File: src/psgd_pkg.sv
`timescale 1ns / 1ps

package psgd_pkg;

    // stream widths, the data widths padded to whole bytes
    localparam int S_DATA_W   = 72;
    localparam int S_USER_W   = 2;
    localparam int M_DATA_W   = 8;
    localparam int CFG_IDX_W  = 3;
    localparam int CFG_DATA_W = 32;

    // result bit positions in the master tdata
    localparam int OUT_SHAKE_BIT = 0;
    localparam int OUT_ARMED_BIT = 1;

    // register indexes
    localparam logic [CFG_IDX_W-1:0] CFG_MIN_SAMPLE_DIST    = 3'd0;
    localparam logic [CFG_IDX_W-1:0] CFG_MIN_SEGMENT_PX     = 3'd1;
    localparam logic [CFG_IDX_W-1:0] CFG_REQUIRED_REVERSALS = 3'd2;
    localparam logic [CFG_IDX_W-1:0] CFG_MAX_GESTURE_MS     = 3'd3;
    localparam logic [CFG_IDX_W-1:0] CFG_STALE_GAP_MS       = 3'd4;
    localparam logic [CFG_IDX_W-1:0] CFG_COOLDOWN_MS        = 3'd5;

    // register defaults (min_sample_dist is kept squared)
    localparam logic [31:0] RST_MIN_DIST_SQ  = 32'd4;
    localparam logic [23:0] RST_MIN_SEGMENT  = 24'd40;
    localparam logic [3:0]  RST_REQ_REV      = 4'd3;
    localparam logic [31:0] RST_MAX_GESTURE  = 32'd800;
    localparam logic [31:0] RST_STALE_GAP    = 32'd150;
    localparam logic [31:0] RST_COOLDOWN     = 32'd1000;

    typedef enum logic [1:0] {
        CMD_SAMPLE = 2'd0,
        CMD_START  = 2'd1,
        CMD_STOP   = 2'd2
    } cmd_t;

    typedef enum logic [1:0] {
        AXIS_NONE = 2'd0,
        AXIS_X    = 2'd1,
        AXIS_Y    = 2'd2
    } axis_t;

endpackage

File: src/pointer_shake_gesture_detector.sv
`timescale 1ns / 1ps

// an accepted input beat passes the input register, then a single-pass update
//   into the result register, which holds its result beat
// throughput: one beat per cycle, limited only by the result side's tready
// reset (rst_n low, asynchronous): detector disarmed, gesture and position
//   state cleared, configuration registers back to their defaults

module pointer_shake_gesture_detector
    import psgd_pkg::*;
(
    input  logic                  clk,
    input  logic                  rst_n,

    // input beats
    input  logic                  s_axis_tvalid,
    output logic                  s_axis_tready,
    // tdata: pos_x[15:0], pos_y[31:16], pos_valid[32], now_ms[64:33], zero pad
    input  logic [S_DATA_W-1:0]   s_axis_tdata,
    // tuser: command[1:0]
    input  logic [S_USER_W-1:0]   s_axis_tuser,

    // result beats
    output logic                  m_axis_tvalid,
    input  logic                  m_axis_tready,
    // tdata: shake[0], armed[1], zero pad
    output logic [M_DATA_W-1:0]   m_axis_tdata,

    // configuration writes
    input  logic                  cfg_we,
    input  logic [CFG_IDX_W-1:0]  cfg_index,
    input  logic [CFG_DATA_W-1:0] cfg_data
);

    // ------------------------------------------------------------------
    // configuration registers
    // ------------------------------------------------------------------
    logic [31:0] min_dist_sq_reg;     // min_sample_dist squared
    logic [23:0] min_segment_reg;
    logic [3:0]  req_rev_reg;
    logic [31:0] max_gesture_reg;
    logic [31:0] stale_gap_reg;
    logic [31:0] cooldown_reg;

    // written distance, widened for squaring
    logic [31:0] cfg_dist;

    assign cfg_dist = {16'd0, cfg_data[15:0]};

    always_ff @(posedge clk or negedge rst_n)
    begin
        if (!rst_n)
        begin
            min_dist_sq_reg <= RST_MIN_DIST_SQ;
            min_segment_reg <= RST_MIN_SEGMENT;
            req_rev_reg     <= RST_REQ_REV;
            max_gesture_reg <= RST_MAX_GESTURE;
            stale_gap_reg   <= RST_STALE_GAP;
            cooldown_reg    <= RST_COOLDOWN;
        end
        else if (cfg_we)
        begin
            unique case (cfg_index)
                // square once at write time so the sample path only compares
                CFG_MIN_SAMPLE_DIST:    min_dist_sq_reg <= cfg_dist * cfg_dist;
                CFG_MIN_SEGMENT_PX:     min_segment_reg <= cfg_data[23:0];
                CFG_REQUIRED_REVERSALS: req_rev_reg     <= cfg_data[3:0];
                CFG_MAX_GESTURE_MS:     max_gesture_reg <= cfg_data;
                CFG_STALE_GAP_MS:       stale_gap_reg   <= cfg_data;
                CFG_COOLDOWN_MS:        cooldown_reg    <= cfg_data;
                default:                ;   // indexes past the list are dropped
            endcase
        end
    end

    // ------------------------------------------------------------------
    // handshake: input register, result register
    // ------------------------------------------------------------------
    logic        in_valid_reg;
    logic        in_valid_next;
    logic [1:0]  in_cmd_reg;
    logic [15:0] in_x_reg;
    logic [15:0] in_y_reg;
    logic        in_pv_reg;
    logic [31:0] in_now_reg;

    logic        out_valid_reg;
    logic        out_valid_next;
    logic        out_shake_reg;
    logic        out_armed_reg;

    logic        in_beat;
    logic        advance;

    // the held item moves on whenever the result register is free or draining
    assign advance       = in_valid_reg && (!out_valid_reg || m_axis_tready);
    assign s_axis_tready = !in_valid_reg || advance;
    assign in_beat       = s_axis_tvalid && s_axis_tready;

    assign in_valid_next  = in_beat || (in_valid_reg && !advance);
    assign out_valid_next = advance || (out_valid_reg && !m_axis_tready);

    // payload of the input register, no reset needed
    always_ff @(posedge clk)
    begin
        if (in_beat)
        begin
            in_cmd_reg <= s_axis_tuser[1:0];
            in_x_reg   <= s_axis_tdata[15:0];
            in_y_reg   <= s_axis_tdata[31:16];
            in_pv_reg  <= s_axis_tdata[32];
            in_now_reg <= s_axis_tdata[64:33];
        end
    end

    // ------------------------------------------------------------------
    // detector state
    // ------------------------------------------------------------------
    logic        active_reg,      active_next;
    logic [15:0] prev_x_reg,      prev_x_next;
    logic [15:0] prev_y_reg,      prev_y_next;
    logic [31:0] prev_time_reg,   prev_time_next;
    axis_t       axis_reg,        axis_next;
    logic        dir_neg_reg,     dir_neg_next;
    logic [23:0] seg_reg,         seg_next;
    logic [3:0]  rev_reg,         rev_next;
    logic [31:0] gest_begin_reg,  gest_begin_next;
    logic [31:0] cd_end_reg,      cd_end_next;
    logic        shake_next;

    // ------------------------------------------------------------------
    // sample datapath
    // ------------------------------------------------------------------
    logic [16:0] dx;
    logic [16:0] dy;
    logic [16:0] dx_neg;
    logic [16:0] dy_neg;
    logic [15:0] adx;
    logic [15:0] ady;
    logic [31:0] sq_x;
    logic [31:0] sq_y;
    logic [32:0] dist_sq;
    logic        too_short;

    logic        x_dom;
    axis_t       samp_axis;
    logic        samp_neg;
    logic [15:0] samp_mag;

    logic [31:0] gap;
    logic        stale;
    logic        cooling;

    // gesture state as seen after a possible stale-gap restart
    axis_t       axis_e;
    logic        dir_e;
    logic [23:0] seg_e;
    logic [3:0]  rev_e;
    logic [31:0] gb_e;

    logic [31:0] age;
    logic        too_old;
    logic [24:0] seg_sum;
    logic [23:0] seg_sat;
    logic [3:0]  rev_inc;
    logic        long_seg;
    logic        hit;
    cmd_t        cmd;

    // signed 16-bit differences in 17 bits, then magnitudes
    assign dx     = {in_x_reg[15], in_x_reg} - {prev_x_reg[15], prev_x_reg};
    assign dy     = {in_y_reg[15], in_y_reg} - {prev_y_reg[15], prev_y_reg};
    assign dx_neg = 17'd0 - dx;
    assign dy_neg = 17'd0 - dy;
    assign adx    = dx[16] ? dx_neg[15:0] : dx[15:0];
    assign ady    = dy[16] ? dy_neg[15:0] : dy[15:0];

    // integer stand-in for the hypot threshold: dx^2 + dy^2 < d^2
    assign sq_x      = {16'd0, adx} * {16'd0, adx};
    assign sq_y      = {16'd0, ady} * {16'd0, ady};
    assign dist_sq   = {1'b0, sq_x} + {1'b0, sq_y};
    assign too_short = dist_sq < {1'b0, min_dist_sq_reg};

    // dominant axis, ties go to x
    assign x_dom     = adx >= ady;
    assign samp_axis = x_dom ? AXIS_X : AXIS_Y;
    assign samp_neg  = x_dom ? dx[16] : dy[16];
    assign samp_mag  = x_dom ? adx : ady;

    // time compares, differences wrap modulo 2^32
    assign gap     = in_now_reg - prev_time_reg;
    assign stale   = gap > stale_gap_reg;
    assign cooling = in_now_reg < cd_end_reg;

    assign axis_e = stale ? AXIS_NONE  : axis_reg;
    assign dir_e  = stale ? 1'b0       : dir_neg_reg;
    assign seg_e  = stale ? 24'd0      : seg_reg;
    assign rev_e  = stale ? 4'd0       : rev_reg;
    assign gb_e   = stale ? in_now_reg : gest_begin_reg;

    assign age     = in_now_reg - gb_e;
    assign too_old = age > max_gesture_reg;

    // segment length and reversal count both saturate
    assign seg_sum  = {1'b0, seg_e} + {9'd0, samp_mag};
    assign seg_sat  = seg_sum[24] ? {24{1'b1}} : seg_sum[23:0];
    assign rev_inc  = (rev_e == 4'hF) ? rev_e : rev_e + 4'd1;
    assign long_seg = seg_e >= min_segment_reg;
    assign hit      = long_seg && (rev_inc >= req_rev_reg) && !too_old;

    assign cmd = cmd_t'(in_cmd_reg);

    always_comb
    begin
        active_next     = active_reg;
        prev_x_next     = prev_x_reg;
        prev_y_next     = prev_y_reg;
        prev_time_next  = prev_time_reg;
        axis_next       = axis_reg;
        dir_neg_next    = dir_neg_reg;
        seg_next        = seg_reg;
        rev_next        = rev_reg;
        gest_begin_next = gest_begin_reg;
        cd_end_next     = cd_end_reg;
        shake_next      = 1'b0;

        unique case (cmd)
            CMD_START:
            begin
                // arm, capture time and (if valid) position, clear gesture and cooldown
                active_next = 1'b1;
                if (in_pv_reg)
                begin
                    prev_x_next = in_x_reg;
                    prev_y_next = in_y_reg;
                end
                prev_time_next  = in_now_reg;
                axis_next       = AXIS_NONE;
                dir_neg_next    = 1'b0;
                seg_next        = 24'd0;
                rev_next        = 4'd0;
                gest_begin_next = 32'd0;
                cd_end_next     = 32'd0;
            end
            CMD_STOP:
            begin
                active_next = 1'b0;
            end
            CMD_SAMPLE:
            begin
                if (active_reg)
                begin
                    if (cooling)
                    begin
                        // cooldown: track position and time only
                        if (in_pv_reg)
                        begin
                            prev_x_next = in_x_reg;
                            prev_y_next = in_y_reg;
                        end
                        prev_time_next = in_now_reg;
                    end
                    else if (in_pv_reg)
                    begin
                        prev_x_next     = in_x_reg;
                        prev_y_next     = in_y_reg;
                        prev_time_next  = in_now_reg;
                        axis_next       = axis_e;
                        dir_neg_next    = dir_e;
                        seg_next        = seg_e;
                        rev_next        = rev_e;
                        gest_begin_next = gb_e;

                        if (!too_short)
                        begin
                            if (axis_e != samp_axis)
                            begin
                                // new axis starts a fresh gesture
                                axis_next       = samp_axis;
                                dir_neg_next    = samp_neg;
                                seg_next        = {8'd0, samp_mag};
                                rev_next        = 4'd0;
                                gest_begin_next = in_now_reg;
                            end
                            else if (hit && (samp_neg != dir_e))
                            begin
                                // shake: disarm and start the cooldown
                                rev_next    = rev_inc;
                                active_next = 1'b0;
                                cd_end_next = in_now_reg + cooldown_reg;
                                shake_next  = 1'b1;
                            end
                            else
                            begin
                                if (samp_neg == dir_e)
                                begin
                                    seg_next = seg_sat;
                                end
                                else
                                begin
                                    if (long_seg)
                                    begin
                                        rev_next = rev_inc;
                                    end
                                    dir_neg_next = samp_neg;
                                    seg_next     = {8'd0, samp_mag};
                                end
                                if (too_old)
                                begin
                                    axis_next       = AXIS_NONE;
                                    dir_neg_next    = 1'b0;
                                    seg_next        = 24'd0;
                                    rev_next        = 4'd0;
                                    gest_begin_next = in_now_reg;
                                end
                            end
                        end
                    end
                end
            end
            default:
            begin
                // unused command code: no state change
            end
        endcase
    end

    // ------------------------------------------------------------------
    // registers
    // ------------------------------------------------------------------
    always_ff @(posedge clk or negedge rst_n)
    begin
        if (!rst_n)
        begin
            in_valid_reg   <= 1'b0;
            out_valid_reg  <= 1'b0;
            active_reg     <= 1'b0;
            prev_x_reg     <= 16'd0;
            prev_y_reg     <= 16'd0;
            prev_time_reg  <= 32'd0;
            axis_reg       <= AXIS_NONE;
            dir_neg_reg    <= 1'b0;
            seg_reg        <= 24'd0;
            rev_reg        <= 4'd0;
            gest_begin_reg <= 32'd0;
            cd_end_reg     <= 32'd0;
        end
        else
        begin
            in_valid_reg  <= in_valid_next;
            out_valid_reg <= out_valid_next;
            if (advance)
            begin
                active_reg     <= active_next;
                prev_x_reg     <= prev_x_next;
                prev_y_reg     <= prev_y_next;
                prev_time_reg  <= prev_time_next;
                axis_reg       <= axis_next;
                dir_neg_reg    <= dir_neg_next;
                seg_reg        <= seg_next;
                rev_reg        <= rev_next;
                gest_begin_reg <= gest_begin_next;
                cd_end_reg     <= cd_end_next;
            end
        end
    end

    // result payload, no reset needed
    always_ff @(posedge clk)
    begin
        if (advance)
        begin
            out_shake_reg <= shake_next;
            out_armed_reg <= active_next;
        end
    end

    assign m_axis_tvalid = out_valid_reg;

    always_comb
    begin
        m_axis_tdata                = '0;
        m_axis_tdata[OUT_SHAKE_BIT] = out_shake_reg;
        m_axis_tdata[OUT_ARMED_BIT] = out_armed_reg;
    end

endmodule

File: config.mk
export PLATFORM = sky130hd
export DESIGN_NAME = pointer_shake_gesture_detector
export DESIGN_NICKNAME = d
export VERILOG_FILES = /design/src/psgd_pkg.sv /design/src/pointer_shake_gesture_detector.sv
export SDC_FILE = /design/constraint.sdc
export NUM_CORES = 2
export LEC_CHECK = 0
export BUFFER_PORTS_ARGS = -buffer_cell sky130_fd_sc_hd__buf_2
export CAP_MARGIN = 15
export CORE_UTILIZATION = 30
export CTS_BUF_LIST = sky130_fd_sc_hd__clkbuf_8
export DETAILED_ROUTE_END_ITERATION = 12
export GPL_TIMING_DRIVEN = 0
export PLACE_DENSITY_LB_ADDON = 0.05
export SYNTH_ARGS = -nofsm -noshare
export SYNTH_HDL_FRONTEND = slang
export SYNTH_SLANG_ARGS = --single-unit
File: constraint.sdc
create_clock -name clk -period 13.6 [get_ports clk]
set_input_delay 1.36 -clock clk [delete_from_list [all_inputs] [get_ports clk]]
set_output_delay 1.36 -clock clk [all_outputs]
set_load 0.01 [all_outputs]
-- Word level (Yosys, flattened, before mapping)
Index checks and enable logic that the tools add are counted.
- equal/unequal tests: 18
- $add $sub $neg: 10
- mux-type cells: 81
- magnitude comparators: 7
- multiply operators: 3
- bitwise gates (word level): 3
- reduce and logical (&&, ||, !) cells: 30
- operator list (kind ; number):
    $mux W32 ; 17
    $mux W24 ; 10
    $pmux W32 S2 ; 3
    $mux W16 ; 7
    $mul A16 B16 Y32 ; 3
    $gt A32 B32 Y1 ; 2
    $pmux W16 S2 ; 2
    $sub A32 B32 Y32 ; 2
    $pmux W24 S2 ; 1
    $mux W4 ; 11
    $sub A16 B16 Y17 ; 2
    $add A32 B32 Y33 ; 1
    $lt A33 B32 Y1 ; 1
    $add A32 B32 Y32 ; 1
    $lt A32 B32 Y1 ; 1
    $sub A1 B16 Y16 const A ; 2
    $add A24 B16 Y25 ; 1
    $ge A24 B24 Y1 ; 1
    $mux W2 ; 9
    $mux W1 ; 17
    $ge A16 B16 Y1 ; 1
    $ne A2 B2 Y1 const B ; 6
    $reduce_and A2 Y1 ; 6
    $pmux W4 S2 ; 1
    27 further kinds ; 44
- bits in registers: 387
- output and inout bits: 10

-- Longest topological paths before layout
- depth after elaboration: 16
- depth in mapped cells: 60
- gate-level depth less buffers: 53

-- Worst setup path after synthesis
Ideal clock, no wire load.
- kind: register to register
- from: register in_x_reg[0]
- to: register gest_begin_reg[1]
- data arrival time: 12271 ps
- library setup time: 121 ps
- path slack: 1208 ps
- cell stages (with the launch flop): 49
- cell sequence: edfxtp_1 inv_1 ha_1 inv_1 fa_1 a211oi_1 o21ai_0 a21boi_0 a31oi_1 o31a_1 clkbuf_1 nor2_1 xor2_1 inv_1 clkbuf_1 nor2_1 fa_1 fa_1 (+13 left out) o211ai_1 a211oi_1 o21ai_0 a21o_1 a21oi_1 xnor2_1 ha_1 a2111oi_0 o21ai_0 a2111oi_0 o211ai_1 nand3_1 nand2b_1 mux2i_2 nor2_1 o21a_1 buf_6 a22o_1
- word-level cells in the longest chain between the ends: 14
- RTL lines (element ; RTL line ; text):
    start, declared ; pointer_shake_gesture_detector.sv:82 ; logic [15:0] in_x_reg;
    start signal, assigned ; pointer_shake_gesture_detector.sv:109 ; in_x_reg <= s_axis_tdata[15:0];
    $sub A16 B16 Y17 (*) ; pointer_shake_gesture_detector.sv:171 ; assign dx = {in_x_reg[15], in_x_reg} - {prev_x_reg[15], prev_x_reg};
    branches (longest 8 deep; another with $add A32 B32 Y33) ; n/a ;
    $mux W32 (*) ; pointer_shake_gesture_detector.sv:274 ; if (!too_short)
    $mux W32 (*) ; pointer_shake_gesture_detector.sv:263 ; else if (in_pv_reg)
    $mux W32 (*) ; pointer_shake_gesture_detector.sv:253 ; if (cooling)
    $mux W32 (*) ; pointer_shake_gesture_detector.sv:251 ; if (active_reg)
    $pmux W32 S2 (*) ; pointer_shake_gesture_detector.sv:227 ; unique case (cmd)
    end signal, assigned ; pointer_shake_gesture_detector.sv:362 ; gest_begin_reg <= gest_begin_next;
    end, declared ; pointer_shake_gesture_detector.sv:127 ; logic [31:0] gest_begin_reg, gest_begin_next;
Mark *: on every way between the ends. The select of a mux whose other input is x is not followed.
A chain may end at the register's enable or synchronous reset.

-- Worst setup path in the final report
- from: register in_x_reg[0]
- to: register cd_end_reg[0]
- word-level cells in the longest chain between the ends: 9
- RTL lines (element ; RTL line ; text):
    $sub A16 B16 Y17 (*) ; pointer_shake_gesture_detector.sv:171 ;
    branches (longest 7 deep; another with $add A32 B32 Y33) ; n/a ;
    $reduce_and A8 Y1 (no source line) (*) ; n/a ;
    end signal, assigned ; pointer_shake_gesture_detector.sv:363 ; cd_end_reg <= cd_end_next;
    end, declared ; pointer_shake_gesture_detector.sv:128 ; logic [31:0] cd_end_reg, cd_end_next;
Mark *: on every way between the ends.

==> results.txt <==
The run finished with clean final reports. Setup repair after global routing left no endpoint under its margin. The data required time at the worst endpoint was 14220 ps; the height of the die was 404 um. The die covers 163000 um^2. Clock tree synthesis selected as its root buffer the cell clkbuf_8.

In the final layout, the share of cells above drive strength 1 is 9.20%. The main flop type after synthesis is dfrtp_1. The synthesized design contains 69 enable-type register cells. Counting both buffers and inverters, the worst setup path holds a total of 12.

In this design, the stage delay of the slowest critical-path cell is 580 ps. For this run, the top clock speed supported by timing is 77.9 MHz. The detail route stage leaves a number of antenna-violating nets equal to 0. The number of hold buffers added after CTS was 0. The floorplan step set the die width to 404 um. The first detailed-routing pass took 5 iterations.

The longest clock path from root to sink contains 3 buffers. Buffers inserted during clock tree synthesis total 83. On the final layout, the worst clock skew is 81.5 ps. After synthesis the netlist holds a flip-flop and latch count of 386.

The cell family contributing the most delay on the critical path is adder cells. The worst path meets setup with 764 ps of slack. The smallest clock period supported by the final layout is computed as 12840 ps. Across all hold checks on the routed design, the worst slack comes to 467 ps. The later pin in the worst-skew pair is clocked with a latency of 790 ps. The hold-critical path endpoint is seg_reg[3]. The detailed-route wire length per cell came out at 19.8 um. Leaving out fill and tap cells, the most frequent cell in the layout is inv_1. The run gives 386 as the clock sink count. The worst hold path begins at seg_reg[3].

The initial core utilization was 30.2%; the total grt overflow was 0. The tool flagged a number of max-cap violations equal to 0. The cell count of the worst hold path was 1; the via count of the first global-routing pass was 38700. Across every metal layer, demand over resource in global routing totals 19.4%. For this block, the via count after detailed routing is 36300. The tools report the total half-perimeter wirelength after legalization and detailed placement as 127 mm. The run gives 0 as the hold violation total from the final report.

TritonCTS built the clock tree. Endpoint of the most critical register-to-register path: cd_end_reg[0]. For this block, the routed nets add up to 155 mm of wire. The slowest stage of the critical path is the fa_1 cell. The actual slew at the worst max-slew pin works out to 1180 ps. The area growth from synthesis to layout was 12.8%; the number of pins with negative max-slew slack in the final report was 0. The setup check on the worst reg-to-reg path leaves a slack of 760 ps. The run gives 20.7% as the register area share after synthesis. Critical path class: flop to flop. In this run the tightest slew margin relative to its limit is 21.3%.

In this run, distinct cell masters in the synthesized netlist total 91. The worst setup path is captured at a flop. The final critical path takes up 94.4% of the cycle. At the end of routability-driven placement, the weighted congestion stood at 0.844. The first global-routing pass estimated 241 mm of wire. The logs give 147 for the placement row count and 6848 for the final net count. The core region is 160000 um^2. The mean instance size in the synthesized netlist was 9.09 um^2.

Entering global routing, the biggest net connects 108 pins. In this run the count of I/O pins placed on the die edge is 124. Number of cells on the worst reg-to-reg path: 51. In this run the critical register-to-register path is launched from in_x_reg[0]. Synthesis produced 5330 cells. In this run, the number of DRC markers left after iteration 0 of detailed routing was 1550. For the netlist area before placement, the log shows 48500 um^2. Fraction of synthesis flops using an asynchronous set or reset pin: 82.1%. The count of buffers inserted at the top-level ports works out to 109. STA puts the critical path data arrival time at 13450 ps. The tools report the initial antenna violation count as 6.

The type of element launching the critical path was a flop. Leaving out fill and tap cells, the most frequent cells in the layout are inv_1 (1069), ha_1 (602), fa_1 (558). The largest driver fanout on the critical path came out at 10. The cell repeated most along the worst path was fa_1. During synthesis, Yosys emitted a total of 0 warnings.

The clock-pin slew reported for the worst setup and hold paths after clock tree synthesis came out at 60 ps. In the routed layout, each cell is associated on average with a via count of 4.65. Setup violations remaining at the end of the flow were counted as 0. The number of levels the H-tree was split into was 3; the post-detailed-route DRC marker count was 0. The setup slack after placement is -4050 ps. In this run the worst hold path is classified as flop to flop.
-- worst max-delay path by stage --
stage | start | to | slack, ps | depth (start not counted)
2_1_floorplan | in_x_reg[0] | gest_begin_reg[1] | 1210 | 48
3_3_place_gp | in_now_reg[0] | cd_end_reg[1] | -4740 | 57
3_5_place_dp | in_now_reg[0] | cd_end_reg[2] | -4050 | 59
4_1_cts | in_x_reg[0] | gest_begin_reg[26] | 10 | 49
5_1_grt | in_now_reg[0] | cd_end_reg[1] | 10 | 60
6_report | in_x_reg[0] | cd_end_reg[0] | 760 | 51
-- repair_timing --
action                                  4_1_cts  5_1_grt
pin swaps                                     9       11
gates resized for setup                      89       93
endpoints found under the setup margin       98       98
setup buffers                                22       14
-- cell usage after synthesis, types with 6 or more instances --
cell / count / area share (%)
edfxtp_1: 69 / 4.3
o211ai_1: 19 / 0.29
nor2_1: 344 / 2.7
a21o_1: 118 / 1.8
xor2_1: 76 / 1.4
nand2_1: 450 / 3.5
nor3b_1: 7 / 0.11
buf_2: 8 / 0.083
nand2b_1: 41 / 0.53
a211oi_1: 31 / 0.48
a221o_1: 6 / 0.12
a2111oi_0: 7 / 0.13
a21boi_0: 12 / 0.19
mux2i_1: 37 / 0.76
or2_2: 15 / 0.19
o22ai_1: 10 / 0.13
a31oi_1: 24 / 0.31
nand4_1: 40 / 0.52
clkinv_1: 18 / 0.14
ha_1: 602 / 16
mux2_2: 61 / 1.4
xnor2_1: 140 / 2.5
nand3_1: 77 / 0.80
and3_1: 24 / 0.31
o31ai_1: 17 / 0.26
o21ai_1: 12 / 0.12
a22o_1: 37 / 0.67
buf_4: 11 / 0.17
a21oi_1: 212 / 2.2
and2_1: 94 / 1.2
fa_1: 558 / 23
o21a_1: 45 / 0.70
o21ai_0: 338 / 3.5
nor2b_1: 46 / 0.59
or3_1: 17 / 0.22
a2bb2oi_1: 7 / 0.13
nor4_1: 13 / 0.17
inv_1: 1045 / 8.1
and4_1: 8 / 0.14
clkbuf_1: 124 / 0.96
dfstp_2: 18 / 0.98
o21bai_1: 37 / 0.57
nor3_1: 43 / 0.44
dfrtp_1: 299 / 15
-- layer usage --
metal  routed length, um  vias to the layer above  global-route usage [%]
met3                3990                      148                    2.01
met2               74700                      418                    33.4
met1               73000                    17900                    26.3
li1                    -                    17900                       -
met5                   0                        -                       0
met4                2970                        0                    3.79
-- cells by family (layout without fill, tap and decap cells) --
| logic type | Yosys count | in the layout | synth area share [%] |
|---|---|---|---|
| XOR/XNOR | 217 | 217 | 3.94 |
| flip-flops | 386 | 386 | 20.7 |
| buffers and inverters | 1217 | 1526 | 9.58 |
| AO/OA/AOI/OAI | 1011 | 1011 | 13.3 |
| multiplexers | 99 | 99 | 2.21 |
| other | 1 | 10 | 0.00774 |
| adder cells (fa/ha/maj) | 1160 | 1160 | 38.6 |
| AND/OR/NAND/NOR | 1239 | 1239 | 11.7 |
-- final cells by class --
cell class / count / area, um^2
fill: 17000 / 106000
multi-input combinational: 3732 / 34400
sequential: 386 / 10000
inverter: 1066 / 4040
tap: 2160 / 2700
clock buffer: 91 / 1250
timing repair buffer: 164 / 1130
buffer: 141 / 694
clock inverter: 64 / 413
antenna: 4 / 10.0
-- per-stage QoR --
stage | utilization, % | instances | setup TNS, ps | area [um^2]
floorplan | - | 5335 | 0 | 48500
global placement | 32.3 | 7604 | -419560 | 51700
detailed placement | 32.5 | 7622 | -357970 | 52100
CTS | 33.8 | 7795 | 0 | 54300
global route | 34.1 | 7805 | 0 | 54700
finish | 34.1 | 7808 | 0 | 54700
Power is left out: the tool's default activity adds up to more than one toggle a clock period on the data nets, which glitch-free logic cannot reach.
